**src/hw/rtl/tkud_pkg.sv**
```systemverilog
// tkud_pkg: shared types and byte constants for the terminal key decoder
// used by tkud_in_stage, tkud_decode and terminal_key_utf8_decoder_unit
// no dependencies
package tkud_pkg;

  localparam int unsigned BYTE_W = 8;
  localparam int unsigned CP_W   = 21;
  localparam int unsigned SK_W   = 3;
  localparam int unsigned KIND_W = 2;

  localparam logic [BYTE_W-1:0] BYTE_LF      = 8'h0A;
  localparam logic [BYTE_W-1:0] BYTE_CR      = 8'h0D;
  localparam logic [BYTE_W-1:0] BYTE_ESC     = 8'h1B;
  localparam logic [BYTE_W-1:0] BYTE_CTRL_MAX = 8'h1F;
  localparam logic [BYTE_W-1:0] BYTE_BRACKET = 8'h5B;
  localparam logic [BYTE_W-1:0] BYTE_UP      = 8'h41;
  localparam logic [BYTE_W-1:0] BYTE_DOWN    = 8'h42;
  localparam logic [BYTE_W-1:0] BYTE_RIGHT   = 8'h43;
  localparam logic [BYTE_W-1:0] BYTE_LEFT    = 8'h44;

  localparam logic [BYTE_W-1:0] MASK_CONT = 8'hC0;
  localparam logic [BYTE_W-1:0] PAT_CONT  = 8'h80;
  localparam logic [BYTE_W-1:0] MASK_LEAD2 = 8'hE0;
  localparam logic [BYTE_W-1:0] PAT_LEAD2  = 8'hC0;
  localparam logic [BYTE_W-1:0] MASK_LEAD3 = 8'hF0;
  localparam logic [BYTE_W-1:0] PAT_LEAD3  = 8'hE0;
  localparam logic [BYTE_W-1:0] MASK_LEAD4 = 8'hF8;
  localparam logic [BYTE_W-1:0] PAT_LEAD4  = 8'hF0;
  localparam logic [BYTE_W-1:0] MASK_PAY2  = 8'h1F;
  localparam logic [BYTE_W-1:0] MASK_PAY3  = 8'h0F;
  localparam logic [BYTE_W-1:0] MASK_PAY4  = 8'h07;
  localparam logic [BYTE_W-1:0] MASK_CONTP = 8'h3F;
  localparam logic [BYTE_W-1:0] CTRL_OFS   = 8'h40;

  typedef enum logic [KIND_W-1:0] {
    KIND_INVALID = 2'd0,
    KIND_CHAR    = 2'd1,
    KIND_CTRL    = 2'd2,
    KIND_SPECIAL = 2'd3
  } kind_t;

  typedef enum logic [SK_W-1:0] {
    SK_PLAIN = 3'd0,
    SK_UP    = 3'd1,
    SK_DOWN  = 3'd2,
    SK_RIGHT = 3'd3,
    SK_LEFT  = 3'd4,
    SK_ENTER = 3'd5
  } special_t;

  typedef enum logic [3:0] {
    PH_IDLE = 4'b0001,
    PH_ESC1 = 4'b0010,
    PH_ESC2 = 4'b0100,
    PH_UTF8 = 4'b1000
  } phase_t;

  typedef struct packed {
    logic             emit;
    kind_t            kind;
    logic [CP_W-1:0]  code_point;
    special_t         special_key;
  } result_t;

endpackage

```
**src/hw/rtl/tkud_in_stage.sv**
```systemverilog
// tkud_in_stage: input register holding one byte beat ahead of the decoder
// depends on tkud_pkg
module tkud_in_stage (
  input  logic                        clk,
  input  logic                        rst_n,
  input  logic                        in_tvalid,
  output logic                        in_tready,
  input  logic [tkud_pkg::BYTE_W-1:0] in_byte,
  input  logic                        take,
  output logic                        held_valid,
  output logic [tkud_pkg::BYTE_W-1:0] held_byte
);
  import tkud_pkg::*;

  logic              valid_r;
  logic              valid_nxt;
  logic [BYTE_W-1:0] byte_r;

  assign in_tready = !valid_r || take;

  always_comb begin
    valid_nxt = valid_r;
    if (in_tvalid && in_tready) begin
      valid_nxt = 1'b1;
    end else if (take) begin
      valid_nxt = 1'b0;
    end
  end

  always_ff @(posedge clk) begin
    if (!rst_n) begin
      valid_r <= 1'b0;
    end else begin
      valid_r <= valid_nxt;
    end
  end

  always_ff @(posedge clk) begin
    if (in_tvalid && in_tready) begin
      byte_r <= in_byte;
    end
  end

  assign held_valid = valid_r;
  assign held_byte  = byte_r;

endmodule

```
**src/hw/rtl/tkud_decode.sv**
```systemverilog
// tkud_decode: escape / utf-8 state machine and per-byte result logic
// depends on tkud_pkg
module tkud_decode (
  input  logic                        clk,
  input  logic                        rst_n,
  input  logic                        step,
  input  logic [tkud_pkg::BYTE_W-1:0] byte_in,
  output tkud_pkg::result_t           res
);
  import tkud_pkg::*;

  phase_t          phase_r, phase_nxt;
  logic [1:0]      rem_r, rem_nxt;
  logic [CP_W-1:0] acc_r, acc_nxt;
  logic            bracket_r, bracket_nxt;
  logic [CP_W-1:0] acc_shift;

  assign acc_shift = {acc_r[CP_W-7:0], byte_in[5:0]};

  always_comb begin
    phase_nxt       = phase_r;
    rem_nxt         = rem_r;
    acc_nxt         = acc_r;
    bracket_nxt     = bracket_r;
    res.emit        = 1'b0;
    res.kind        = KIND_INVALID;
    res.code_point  = '0;
    res.special_key = SK_PLAIN;
    unique case (phase_r)
      PH_ESC1: begin
        bracket_nxt = (byte_in == BYTE_BRACKET);
        phase_nxt   = PH_ESC2;
      end
      PH_ESC2: begin
        res.emit = 1'b1;
        res.kind = KIND_SPECIAL;
        if (bracket_r) begin
          priority if (byte_in == BYTE_UP)    res.special_key = SK_UP;
          else if (byte_in == BYTE_DOWN)      res.special_key = SK_DOWN;
          else if (byte_in == BYTE_RIGHT)     res.special_key = SK_RIGHT;
          else if (byte_in == BYTE_LEFT)      res.special_key = SK_LEFT;
          else                                res.special_key = SK_PLAIN;
        end
        phase_nxt   = PH_IDLE;
        rem_nxt     = '0;
        acc_nxt     = '0;
        bracket_nxt = 1'b0;
      end
      PH_UTF8: begin
        if ((byte_in & MASK_CONT) != PAT_CONT) begin
          res.emit    = 1'b1;
          res.kind    = KIND_INVALID;
          phase_nxt   = PH_IDLE;
          rem_nxt     = '0;
          acc_nxt     = '0;
          bracket_nxt = 1'b0;
        end else if (rem_r <= 2'd1) begin
          res.emit       = 1'b1;
          res.kind       = KIND_CHAR;
          res.code_point = acc_shift;
          phase_nxt      = PH_IDLE;
          rem_nxt        = '0;
          acc_nxt        = '0;
          bracket_nxt    = 1'b0;
        end else begin
          acc_nxt = acc_shift;
          rem_nxt = rem_r - 2'd1;
        end
      end
      PH_IDLE: begin
        priority if (byte_in == BYTE_CR || byte_in == BYTE_LF) begin
          res.emit        = 1'b1;
          res.kind        = KIND_SPECIAL;
          res.special_key = SK_ENTER;
        end else if (byte_in == BYTE_ESC) begin
          phase_nxt   = PH_ESC1;
          bracket_nxt = 1'b0;
        end else if (byte_in <= BYTE_CTRL_MAX) begin
          res.emit       = 1'b1;
          res.kind       = KIND_CTRL;
          res.code_point = {{(CP_W-BYTE_W){1'b0}}, byte_in | CTRL_OFS};
        end else if (!byte_in[BYTE_W-1]) begin
          res.emit       = 1'b1;
          res.kind       = KIND_CHAR;
          res.code_point = {{(CP_W-BYTE_W){1'b0}}, byte_in};
        end else if ((byte_in & MASK_LEAD2) == PAT_LEAD2) begin
          phase_nxt = PH_UTF8;
          rem_nxt   = 2'd1;
          acc_nxt   = {{(CP_W-BYTE_W){1'b0}}, byte_in & MASK_PAY2};
        end else if ((byte_in & MASK_LEAD3) == PAT_LEAD3) begin
          phase_nxt = PH_UTF8;
          rem_nxt   = 2'd2;
          acc_nxt   = {{(CP_W-BYTE_W){1'b0}}, byte_in & MASK_PAY3};
        end else if ((byte_in & MASK_LEAD4) == PAT_LEAD4) begin
          phase_nxt = PH_UTF8;
          rem_nxt   = 2'd3;
          acc_nxt   = {{(CP_W-BYTE_W){1'b0}}, byte_in & MASK_PAY4};
        end else begin
          res.emit = 1'b1;
          res.kind = KIND_INVALID;
        end
      end
      default: begin
        phase_nxt   = PH_IDLE;
        rem_nxt     = '0;
        acc_nxt     = '0;
        bracket_nxt = 1'b0;
      end
    endcase
  end

  always_ff @(posedge clk) begin
    if (!rst_n) begin
      phase_r   <= PH_IDLE;
      rem_r     <= '0;
      acc_r     <= '0;
      bracket_r <= 1'b0;
    end else if (step) begin
      phase_r   <= phase_nxt;
      rem_r     <= rem_nxt;
      acc_r     <= acc_nxt;
      bracket_r <= bracket_nxt;
    end
  end

endmodule

```
**src/hw/rtl/terminal_key_utf8_decoder_unit.sv**
```systemverilog
// terminal_key_utf8_decoder_unit: top level of the terminal key decoder
// depends on tkud_pkg, tkud_in_stage and tkud_decode
//
// usage
//   in_* carries one raw terminal byte per beat in in_tdata[7:0]
//   out_* carries one key event per beat: out_tuser holds the key kind,
//   out_tdata the code point and the special key code
//   bytes that open or continue a sequence (esc, its first follower, utf-8
//   lead and middle continuation bytes) give no output beat
//   decode: a held byte is decoded and written into the output register
//   as soon as that register is empty or out_tready is high
//   throughput: one byte per cycle while out_tready stays high; the input register and the output
//   register let a byte be taken while a finished event still waits
//   stall: while out_tready is low with an event waiting, one more byte is
//   held in the input register and in_tready then drops
//   reset: synchronous rst_n empties both registers and returns the
//   decoder to idle with no partial sequence
module terminal_key_utf8_decoder_unit (
  input  logic        clk,
  input  logic        rst_n,
  input  logic        in_tvalid,
  output logic        in_tready,
  input  logic [7:0]  in_tdata,   // [7:0] byte_in
  output logic        out_tvalid,
  input  logic        out_tready,
  output logic [23:0] out_tdata,  // [20:0] code_point, [23:21] special_key
  output logic [1:0]  out_tuser   // [1:0] key_kind
);
  import tkud_pkg::*;

  logic              held_valid;
  logic [BYTE_W-1:0] held_byte;
  logic              out_free;
  logic              step;
  result_t           res;

  logic              out_valid_r;
  logic [KIND_W-1:0] kind_r;
  logic [CP_W-1:0]   cp_r;
  logic [SK_W-1:0]   sk_r;

  assign out_free = !out_valid_r || out_tready;
  assign step     = held_valid && out_free;

  tkud_in_stage u_in_stage (
    .clk        (clk),
    .rst_n      (rst_n),
    .in_tvalid  (in_tvalid),
    .in_tready  (in_tready),
    .in_byte    (in_tdata),
    .take       (step),
    .held_valid (held_valid),
    .held_byte  (held_byte)
  );

  tkud_decode u_decode (
    .clk     (clk),
    .rst_n   (rst_n),
    .step    (step),
    .byte_in (held_byte),
    .res     (res)
  );

  always_ff @(posedge clk) begin
    if (!rst_n) begin
      out_valid_r <= 1'b0;
    end else if (step) begin
      out_valid_r <= res.emit;
    end else if (out_tready) begin
      out_valid_r <= 1'b0;
    end
  end

  always_ff @(posedge clk) begin
    if (step) begin
      kind_r <= res.kind;
      cp_r   <= res.code_point;
      sk_r   <= res.special_key;
    end
  end

  assign out_tvalid = out_valid_r;
  assign out_tdata  = {sk_r, cp_r};
  assign out_tuser  = kind_r;

endmodule
```
**config.mk**
```make
export PLATFORM = sky130hd
export DESIGN_NAME = terminal_key_utf8_decoder_unit
export DESIGN_NICKNAME = d
export VERILOG_FILES = /design/src/hw/rtl/tkud_pkg.sv /design/src/hw/rtl/tkud_in_stage.sv /design/src/hw/rtl/tkud_decode.sv /design/src/hw/rtl/terminal_key_utf8_decoder_unit.sv
export SDC_FILE = /design/constraint.sdc
export NUM_CORES = 1
export LEC_CHECK = 0
export ABC_AREA = 1
export BUFFER_PORTS_ARGS = -buffer_cell sky130_fd_sc_hd__buf_2
export CAP_MARGIN = 20
export CORE_MARGIN = 5
export CORE_UTILIZATION = 40
export DETAILED_ROUTE_END_ITERATION = 10
export SYNTH_ARGS = -nofsm -noshare
export SYNTH_HDL_FRONTEND = slang
export SYNTH_SLANG_ARGS = --single-unit
export TNS_END_PERCENT = 10
```
**constraint.sdc**
```tcl
create_clock -name clk -period 1.4 [get_ports clk]
set_input_delay 0.28 -clock clk [delete_from_list [all_inputs] [get_ports clk]]
set_output_delay 0.28 -clock clk [all_outputs]
set_load 0.05 [all_outputs]
```
==> results of run 1 <==
## state kept, by name, summed over array words and instances (netlist names)
signal                 count
u_in_stage.held_byte       8
u_decode.acc_r            15
u_in_stage.held_valid      1
sk_r                       3
u_decode.rem_r             2
u_decode.bracket_r         1
out_tuser                  2
cp_r                      21
u_decode.phase_r           4
out_tvalid                 1
## worst reg2reg max path, cell delays in order (launching register included)
cell and delay, ps:
edfxtp_1 410, buf_6 150, nand2_1 100, clkinv_2 60
nand2_1 70, nand2_2 90, nand3_4 120, buf_4 160
nand2_1 60, nand2_1 60, nor2_1 40
## power groups by stage
stage	clock, uW	combinational [uW]	sequential, uW
2_1_floorplan	0	248	2090
3_3_place_gp	0	559	1960
3_5_place_dp	0	563	1960
4_1_cts	1320	586	1920
5_1_grt	1400	673	1930
6_report	1280	615	1920
## path summary, 6_finish.rpt
kind	from	end	slack [ps]
worst min-delay path	in_tdata[5]	u_in_stage.held_byte[5]$_DFFE_PP_	110
worst max register to register	u_in_stage.held_byte[6]$_DFFE_PP_	u_decode.acc_r[8]$_SDFFE_PN0P_	-10
worst max-delay path	u_in_stage.held_byte[6]$_DFFE_PP_	u_decode.acc_r[8]$_SDFFE_PN0P_	-10
worst min register to register	u_decode.acc_r[4]$_SDFFE_PN0P_	u_decode.acc_r[10]$_SDFFE_PN0P_	490
## cell type report
| class | count | area, um^2 | area share (%) |
|---|---|---|---|
| Tap cell | 77 | 96.34 | 2.670 |
| Clock buffer | 10 | 127.6 | 3.537 |
| Timing Repair Buffer | 93 | 649.4 | 18.00 |
| Clock inverter | 6 | 33.78 | 0.9362 |
| Inverter | 44 | 170.2 | 4.716 |
| Sequential cell | 58 | 1506 | 41.75 |
| Multi-Input combinational cell | 191 | 1025 | 28.40 |
## cells by family (layout without fill, tap and decap cells)
kind of cell / Yosys count / in the layout / synth area share (%)
AO/OA/AOI/OAI: 39 / 39 / 7.843
buffers and inverters: 54 / 153 / 9.056
flip-flops: 58 / 58 / 56.02
AND/OR/NAND/NOR: 152 / 152 / 27.08
## repair_timing
action	CTS	global route
pin swaps	6	8
endpoints found under the setup margin	18	35
resized for setup	13	19
buffers inserted	3	5
## stage by stage
| stage | TNS (ps) | hold WS (ps) | setup WS (ps) | power, uW |
|---|---|---|---|---|
| 4_1_cts | -69.90 | 92.89 | -23.58 | 3833 |
| 2_1_floorplan | -276.7 | 378.9 | -10.64 | 2337 |
| 5_1_grt | -2735 | 101.6 | -110.2 | 4003 |
| 3_5_place_dp | -939.1 | 458.1 | -102.6 | 2526 |
| 3_3_place_gp | -344.0 | 456.5 | -49.35 | 2518 |
| 6_report | -13.19 | 106.6 | -11.27 | 3818 |
## cells in the mapped netlist
library cell / number
clkbuf_2: 1
nand3_2: 1
edfxtp_1: 34
buf_4: 1
o31ai_1: 2
nor3_1: 9
a21oi_1: 12
o21ai_1: 7
nor2_2: 2
o21ai_0: 14
nand4_1: 6
clkinv_1: 1
nand2_1: 53
nand3_1: 18
dfxtp_1: 24
inv_2: 4
buf_6: 4
a21oi_2: 1
nor2_1: 51
nor2_8: 1
nand3_4: 2
inv_1: 39
nand2_4: 2
nor3_2: 1
nor2_4: 3
nand2_2: 3
o22ai_1: 2
o2111ai_1: 1
buf_2: 4
## per-layer routing
metal	GRT usage, %	vias to the layer above	share of wire (%)
met2	25.91	56	48
met1	17.83	1038	44
li1	-	1180	-
met5	0	-	0
met3	4.010	18	4.9
met4	8.540	0	3.3
==> run summary, run 1 <==
DP Wirelength - 4.389 mm
Leakage power - 0.001586 uW
Gr usage total - 15.39%
Post-synth top area cell - edfxtp_1
CTS tree - built
Grt ovf - 0
Detail Route Antenna Nets - 0
Die area - 8437 um^2
First-pass GRT wire length - 10.14 mm
CP arrival - 1660 ps
Cell Area, Synth - 2680 um^2
I/O Pins - 40
Crit path capture type - flip-flop
WP buf/inv - 3
Commonest cells after routing, fill and taps aside - 48 x nand2_1, 48 x buf_4, 46 x nor2_1
Port Buffers - 39
GP Congestion - 0.8062
Worst Hold Class - input pin to flip-flop
Clk buf depth - 2
Final std cells w/o fill - 479
Root Buffer - clkbuf_8
Post-route cell area - 3608 um^2
Pwr Density - 1058 nW/um^2
Worst rel slew slack - 78.59%
Power share of the combinational group - 16.1%
Worst path max stage delay - 410 ps
Vias in the first global route - 2,271
N_diodes - 0
Final Max Tran Viols - 0
Die H - 91.86 um
CP cell instances - buf_6 > nand2_1 > clkinv_2 > nand2_1 > nand2_2 > nand3_4 > buf_4 > nand2_1 > nand2_1 > nor2_1
Critical path required time - 1650 ps
Finish-stage setup viols - 3
Filler cell count - 586
Worst Tran Pin Value - 320.3 ps
Core area - 6422 um^2
Post-synth top area share - 38.10%
Vias - 2,292
Initial antenna violation count - 0
Worst-path clk slew - 70 ps
DRT iter0 DRCs - 109
Unrepaired setup endpoints after global routing - true
Die width - 91.86 um
Drt total wl - 6.102 mm
Minimum clock period - 1411 ps
Largest net degree at the start of global routing - 27
Post-Synthesis Net Count - 315
Worst Setup Slack, final - -11.27 ps
Count of hold-fix buffers inserted at cts - 0
Family with the most delay on the worst path - simple AND/OR/NAND/NOR gates
Initial Utilization - 41.73%
CP Launch Type - flip-flop
Final clock skew - 7.663 ps
Skew-Pair Late Insertion Delay - 350 ps
Clock power frac - 33.5%
Sequential share of power - 50.4%
Status - finished, violations left
Worst IR Drop VDD - 597.1 uV
CTS buffer count - 9
Sequential fraction of the synthesis area - 56.02%
Critical path class - flip-flop to flip-flop
Final period util - 100.8%
DRC Markers - 0
Crit-path slowest cell - edfxtp_1
Synthesis-to-finish area growth - 34.64%
Peak Freq - 0.7086 GHz
Failing checks - setup timing
FF-to-FF path depth - 10
# placed instances - 455
First-pass DRT Iterations - 4
Sink Count - 58
Yosys warns - 0
Rows - 29
Hold-critical path depth - 1
Mapped Cells - 303
Levels on crit path - 10
Synth cell types - 29
H-tree levels - 3
Fin util - 56.19%
DR WL/cell - 12.74 um
Vias/cell - 4.785
Switch share - 28.58%
Nets - 409
Max Fanout on Critical Path - 7
# Max-Cap Violations - 0
Avg Synthesized Cell Area - 8.845 um^2
Post-DP Area - 3292 um^2
Crit-path most repeated cell - nand2_1
Endpoints failing hold - 0
Synth top area cells - edfxtp_1 38%, dfxtp_1 18%, nand2_1 7.4%, nor2_1 7.1%, inv_1 5.5%
Share of post-route cells with drive strength above 1 - 38.31%
Net Sw Power - 1091 uW
Register bit total from synthesis - 58
Pint - 2727 uW
Power figures use the tool's default switching activity.
==> run 2: changes to the inputs <==
ABC_CLOCK_PERIOD_IN_PS = 1700   (was not set)
SLEW_MARGIN = 30   (was not set)
clock period = 1.7 ns   (was 1.4 ns; I/O delays follow)
==> run summary, run 2 (synthesis results as in run 1) <==
Minimum clock period - 1526 ps (+114.3 ps)
Largest net degree at the start of global routing - 35 (+30%)
CP Launch Type - flip-flop
First-pass GRT wire length - 9.108 mm (-10%)
Worst-path clk slew - 70 ps (about the same)
R2R Setup Slk - 170 ps (+190 ps)
FF-to-FF path depth - 9 (-1)
Area of the multi-input gates - 943.4 um^2 (-7.9%)
Finish-stage setup viols - 0 (-3)
# placed instances - 424 (-6.8%)
Gr usage total - 13.80% (-1.6 points)
GP Congestion - 0.8744 (+8.5%)
WHS Endpoint - u_in_stage.held_byte[5]$_DFFE_PP_
Initial Utilization - 41.73% (unchanged)
Crit path capture type - flip-flop
Rows - 29 (unchanged)
Worst rel slew slack - 76.82% (-1.8 points)
Leakage power - 0.001421 uW (-10%)
Die area - 8437 um^2 (unchanged)
Core area - 6422 um^2 (unchanged)
Worst Hold Class - input pin to flip-flop
CTS buffer count - 9 (unchanged)
Vias - 2,093 (-8.7%)
Post-DP Area - 3037 um^2 (-7.8%)
Hold-critical path depth - 1 (unchanged)
Pre-CTS WS - 138.9 ps (+241.5 ps)
Max FFs per register - 21 (unchanged)
Drt total wl - 5.493 mm (-10%)
Hold Path Origin - in_tdata[5]
Final std cells w/o fill - 442 (-7.7%)
Endpoints failing hold - 0 (unchanged)
Detail Route Antenna Nets - 0 (unchanged)
Post-route cell area - 3274 um^2 (-9.3%)
DRT iter0 DRCs - 136 (+25%)
Count of hold-fix buffers inserted at cts - 0 (unchanged)
Max Fanout on Critical Path - 9 (+2)
Port Buffers - 39 (unchanged)
Worst IR Drop VDD - 473.5 uV (-21%)
Final period util - 89.74% (-11 points)
Final clock skew - 7.950 ps (+0.2871 ps)
Vias/cell - 4.735 (-1.0%)
Pwr Density - 1035 nW/um^2 (-2.2%)
Commonest non-fill, non-tap cell in the layout - nand2_1
Vias in the first global route - 1,940 (-15%)
Sink Count - 58 (unchanged)
Peak Freq - 0.6555 GHz (-7.5%)
R2r endpoint - u_decode.phase_r[0]$_SDFFE_PN1P_
Reg2reg start - u_in_stage.held_byte[6]$_DFFE_PP_
DP Wirelength - 3.909 mm (-11%)
Final Max Tran Viols - 0 (unchanged)
Commonest cells after routing, fill and taps aside - 53 x nand2_1, 50 x nor2_1, 39 x buf_2
Critical path required time - 1930 ps (+280 ps)
N_diodes - 0 (unchanged)
Skew-Pair Late Insertion Delay - 340 ps (about the same)
Hold WS - 175.3 ps (+68.62 ps)
I/O Pins - 40 (unchanged)
H-tree levels - 3 (unchanged)
Share of post-route cells with drive strength above 1 - 25.75% (-13 points)
CP arrival - 1760 ps (+100 ps)
Critical path class - flip-flop to flip-flop
Top reg by flops - cp_r
Nets - 372 (-9.0%)
Die width - 91.86 um (unchanged)
Die H - 91.86 um (unchanged)
Root Buffer - clkbuf_8
Grt ovf - 0 (unchanged)
DRC Markers - 0 (unchanged)
Clk buf depth - 2 (unchanged)
Synthesis-to-finish area growth - 22.18%
CTS tree - built
Initial antenna violation count - 0 (unchanged)
Worst Setup Slack, final - 174.4 ps (+185.7 ps)
DR WL/cell - 12.43 um (-2.4%)
First-pass DRT Iterations - 4 (unchanged)
Status - finished, final reports clean
Worst Tran Pin Value - 345.9 ps (+25.55 ps)
Filler cell count - 618 (+5.5%)
# Max-Cap Violations - 0 (unchanged)
Register Area - 1501 um^2 (-0.33%)
run 2: changes by cell type in the layout (fill, tap and decap cells not counted), moves of 4 or more:
cell     change
buf_4       -33
nand2_1      +5
nand2_2      -4
nor2_1       +4
nor3_1       +4
nor3_2       -4
o21ai_0      +5
o21ai_1      -4
run 2: cell type report:
cell class | count | area share, %
Inverter | 44 | 5.120
Sequential cell | 58 | 45.85
Tap cell | 77 | 2.942
Clock inverter | 7 | 2.866
Multi-Input combinational cell | 191 | 28.81
Timing Repair Buffer | 56 | 10.62
Clock buffer | 9 | 3.783
run 2: metrics by stage:
step                setup TNS (ps)  utilization (%)  power [uW]
floorplan                   -41.04                -        1923
global placement                 0            47.28        2031
detailed placement               0            47.28        2033
CTS                              0            50.67        3431
global route                -5.646            50.98        3543
finish                           0            50.98        3390
run 2: critical path, cell delays in order (launching register included):
cell,delay [ps]
edfxtp_1,380
buf_4,170
nor2_4,210
nand2_4,140
nor2_8,190
nor2_4,80
nand2_4,90
nor2_1,40
nand2_1,70
nand2_1,50
run 2: what timing repair did:
| action | 4_1_cts | 5_1_grt |
|---|---|---|
| endpoints found under the setup margin | 0 | 6 |
| hold endpoints to repair | 0 | 0 |
| buffers inserted | 0 | 2 |
| resized for setup | 0 | 3 |
run 2: where the power goes:
part / switching, uW / internal, uW
logic: 298 / 122
registers: 30.0 / 1560
clock network: 564 / 821
run 2: worst max path at each step:
| stage | slack, ps | start | end |
|---|---|---|---|
| finish | 170 | u_in_stage.held_byte[6]$_DFFE_PP_ | u_decode.phase_r[0]$_SDFFE_PN1P_ |
| global route | -6 | u_in_stage.held_byte[6]$_DFFE_PP_ | u_decode.acc_r[8]$_SDFFE_PN0P_ |
| CTS | 140 | u_in_stage.held_byte[5]$_DFFE_PP_ | cp_r[1]$_DFFE_PP_ |
| detailed placement | 140 | u_in_stage.held_byte[5]$_DFFE_PP_ | cp_r[1]$_DFFE_PP_ |
| global placement | 100 | u_in_stage.held_byte[5]$_DFFE_PP_ | cp_r[5]$_DFFE_PP_ |
| floorplan | -2 | out_tvalid$_SDFFE_PN0P_ | cp_r[0]$_DFFE_PP_ |
run 2: routing by layer:
metal  wire, um  track usage, %
met2       2563           22.32
met1       2578           16.69
met3        235           3.601
met5          0               0
met4        115           7.797
==> run 3: changes to the inputs <==
ABC_CLOCK_PERIOD_IN_PS = 1600   (was 1700)
BUFFER_PORTS_ARGS = -buffer_cell sky130_fd_sc_hd__clkbuf_2   (was -buffer_cell sky130_fd_sc_hd__buf_2)
CTS_CLUSTER_DIAMETER = 100   (was not set)
clock period = 1.6 ns   (was 1.7 ns; I/O delays follow)
==> run summary, run 3 (synthesis results as in run 1) <==
Critical path class - flip-flop to flip-flop
N_diodes - 0 (unchanged)
I/O Pins - 40 (unchanged)
CTS tree - built
Vias in the first global route - 2,040 (+5.2%)
Final period util - 92.81% (+3.1 points)
Commonest non-fill, non-tap cell in the layout - nand2_1
Largest net degree at the start of global routing - 25 (-29%)
Clk buf depth - 2 (unchanged)
Final Max Tran Viols - 0 (unchanged)
Finish-stage setup viols - 0 (unchanged)
CTS buffer count - 9 (unchanged)
Skew-Pair Late Insertion Delay - 330 ps (about the same)
Die width - 91.86 um (unchanged)
Power share of the combinational group - 14.1% (+1.7 points)
First-pass DRT Iterations - 4 (unchanged)
Vias - 2,137 (+2.1%)
GP Congestion - 0.8945 (+2.3%)
Sequential share of power - 50.6% (+3.8 points)
Nets - 384 (+3.2%)
Synthesis-to-finish area growth - 25.35%
Endpoints failing hold - 0 (unchanged)
Share of post-route cells with drive strength above 1 - 28.12% (+2.4 points)
Worst Tran Pin Value - 321.5 ps (-24.35 ps)
Detail Route Antenna Nets - 0 (unchanged)
Total negative setup slack - 0 ps (unchanged)
Max Fanout on Critical Path - 6 (-3)
Worst rel slew slack - 78.45% (+1.6 points)
Initial Utilization - 41.73% (unchanged)
Final clock skew - 8.484 ps (+0.5344 ps)
Unrepaired setup endpoints after global routing - true
Net Sw Power - 887.7 uW (-0.42%)
CP arrival - 1560 ps (-200 ps)
Top reg by flops - cp_r
First-pass GRT wire length - 9.446 mm (+3.7%)
Pwr Density - 991.9 nW/um^2 (-4.2%)
Grt ovf - 0 (unchanged)
Minimum clock period - 1485 ps (-40.66 ps)
Peak Freq - 0.6734 GHz (+2.7%)
Die H - 91.86 um (unchanged)
Max FFs per register - 21 (unchanged)
Drt total wl - 5.533 mm (+0.73%)
Core area - 6422 um^2 (unchanged)
Port Buffers - 39 (unchanged)
Root Buffer - clkbuf_8
Post-route cell area - 3359 um^2 (+2.6%)
DRC Markers - 0 (unchanged)
Initial antenna violation count - 0 (unchanged)
Crit path capture type - flip-flop
# Max-Cap Violations - 0 (unchanged)
Die area - 8437 um^2 (unchanged)
CP Launch Type - flip-flop
Leakage power - 0.001478 uW (+4.0%)
Commonest cells after routing, fill and taps aside - 51 x nand2_1, 49 x nor2_1, 39 x inv_1, 39 x clkbuf_2, 34 x edfxtp_1
DR WL/cell - 12.19 um (-1.9%)
Vias/cell - 4.707 (-0.60%)
Gr usage total - 14.03% (+0.24 points)
Worst IR Drop VDD - 604.5 uV (+28%)
Status - finished, final reports clean
Worst-path clk slew - 60 ps (about the same)
Switch share - 26.64% (+0.34 points)
Pint - 2445 uW (-2.2%)
Post-DP Area - 3102 um^2 (+2.1%)
DRT iter0 DRCs - 88 (-35%)
Critical path required time - 1680 ps (-250 ps)
Sink Count - 58 (unchanged)
H-tree levels - 3 (unchanged)
Clock power frac - 35.2% (-5.6 points)
Count of hold-fix buffers inserted at cts - 0 (unchanged)
Rows - 29 (unchanged)
DP Wirelength - 4.012 mm (+2.7%)
Worst Hold Class - input pin to flip-flop
==> run 3: worst paths after layout <==
check / start / end / slack [ps] / depth (start not counted)
max: u_in_stage.held_byte[0]$_DFFE_PP_ / cp_r[3]$_DFFE_PP_ / 120 / 6
min: in_tdata[5] / u_in_stage.held_byte[5]$_DFFE_PP_ / 170 / 1
max reg2reg: u_in_stage.held_byte[0]$_DFFE_PP_ / cp_r[3]$_DFFE_PP_ / 120 / 6
min reg2reg: u_decode.acc_r[4]$_SDFFE_PN0P_ / u_decode.acc_r[10]$_SDFFE_PN0P_ / 490 / 2
==> run 3: area by class of cell <==
class                   count  area (um^2)
fillers                   632         3063
flip-flops and latches     58         1501
multi-input cells         191        958.4
repair buffers             68        462.9
inverters                  44        165.2
clock buffers              14        162.7
well taps                  77        96.34
clock inverters             2        12.51
==> run 3: through the flow <==
stage | std cells | hold WS (ps) | setup slack, ps | total power, uW | util, %
global route | 454 | 148.0 | -20.22 | 3488 | 52.31
detailed placement | 431 | 478.6 | 70.52 | 2168 | 48.30
floorplan | 303 | 418.9 | -101.6 | 2043 | -
global placement | 431 | 472.2 | 72.38 | 2166 | 48.30
finish | 454 | 166.4 | 115.1 | 3332 | 52.31
CTS | 447 | 149.5 | 62.92 | 3349 | 51.02
==> run 3: layer usage <==
metal / GRT usage, % / vias to the layer above / share of wire, %
met2: 23.36 / 51 / 49
met1: 16.92 / 949 / 45
met3: 4.010 / 7 / 5.4
met5: 0 / - / 0
li1: - / 1130 / -
met4: 6.188 / 0 / 1.3
==> run 3: worst max-delay path: stages (launching register included) <==
cell	delay, ps
edfxtp_1	440
inv_1	130
nand2_1	60
o21ai_1	170
a21oi_1	110
nor2_2	250
nor2_1	70
==> run 3: power groups by stage <==
stage	Clock, uW	Combinational [uW]	Sequential (uW)
2_1_floorplan	0	215	1830
3_3_place_gp	0	444	1720
3_5_place_dp	0	444	1720
4_1_cts	1210	446	1690
5_1_grt	1280	516	1690
6_report	1170	471	1690
==> run 3: repair_timing <==
action,in CTS,in global routing
gates resized for setup,0,6
endpoints found under the hold margin,0,0
buffers inserted,0,7
setup endpoints to repair,0,32
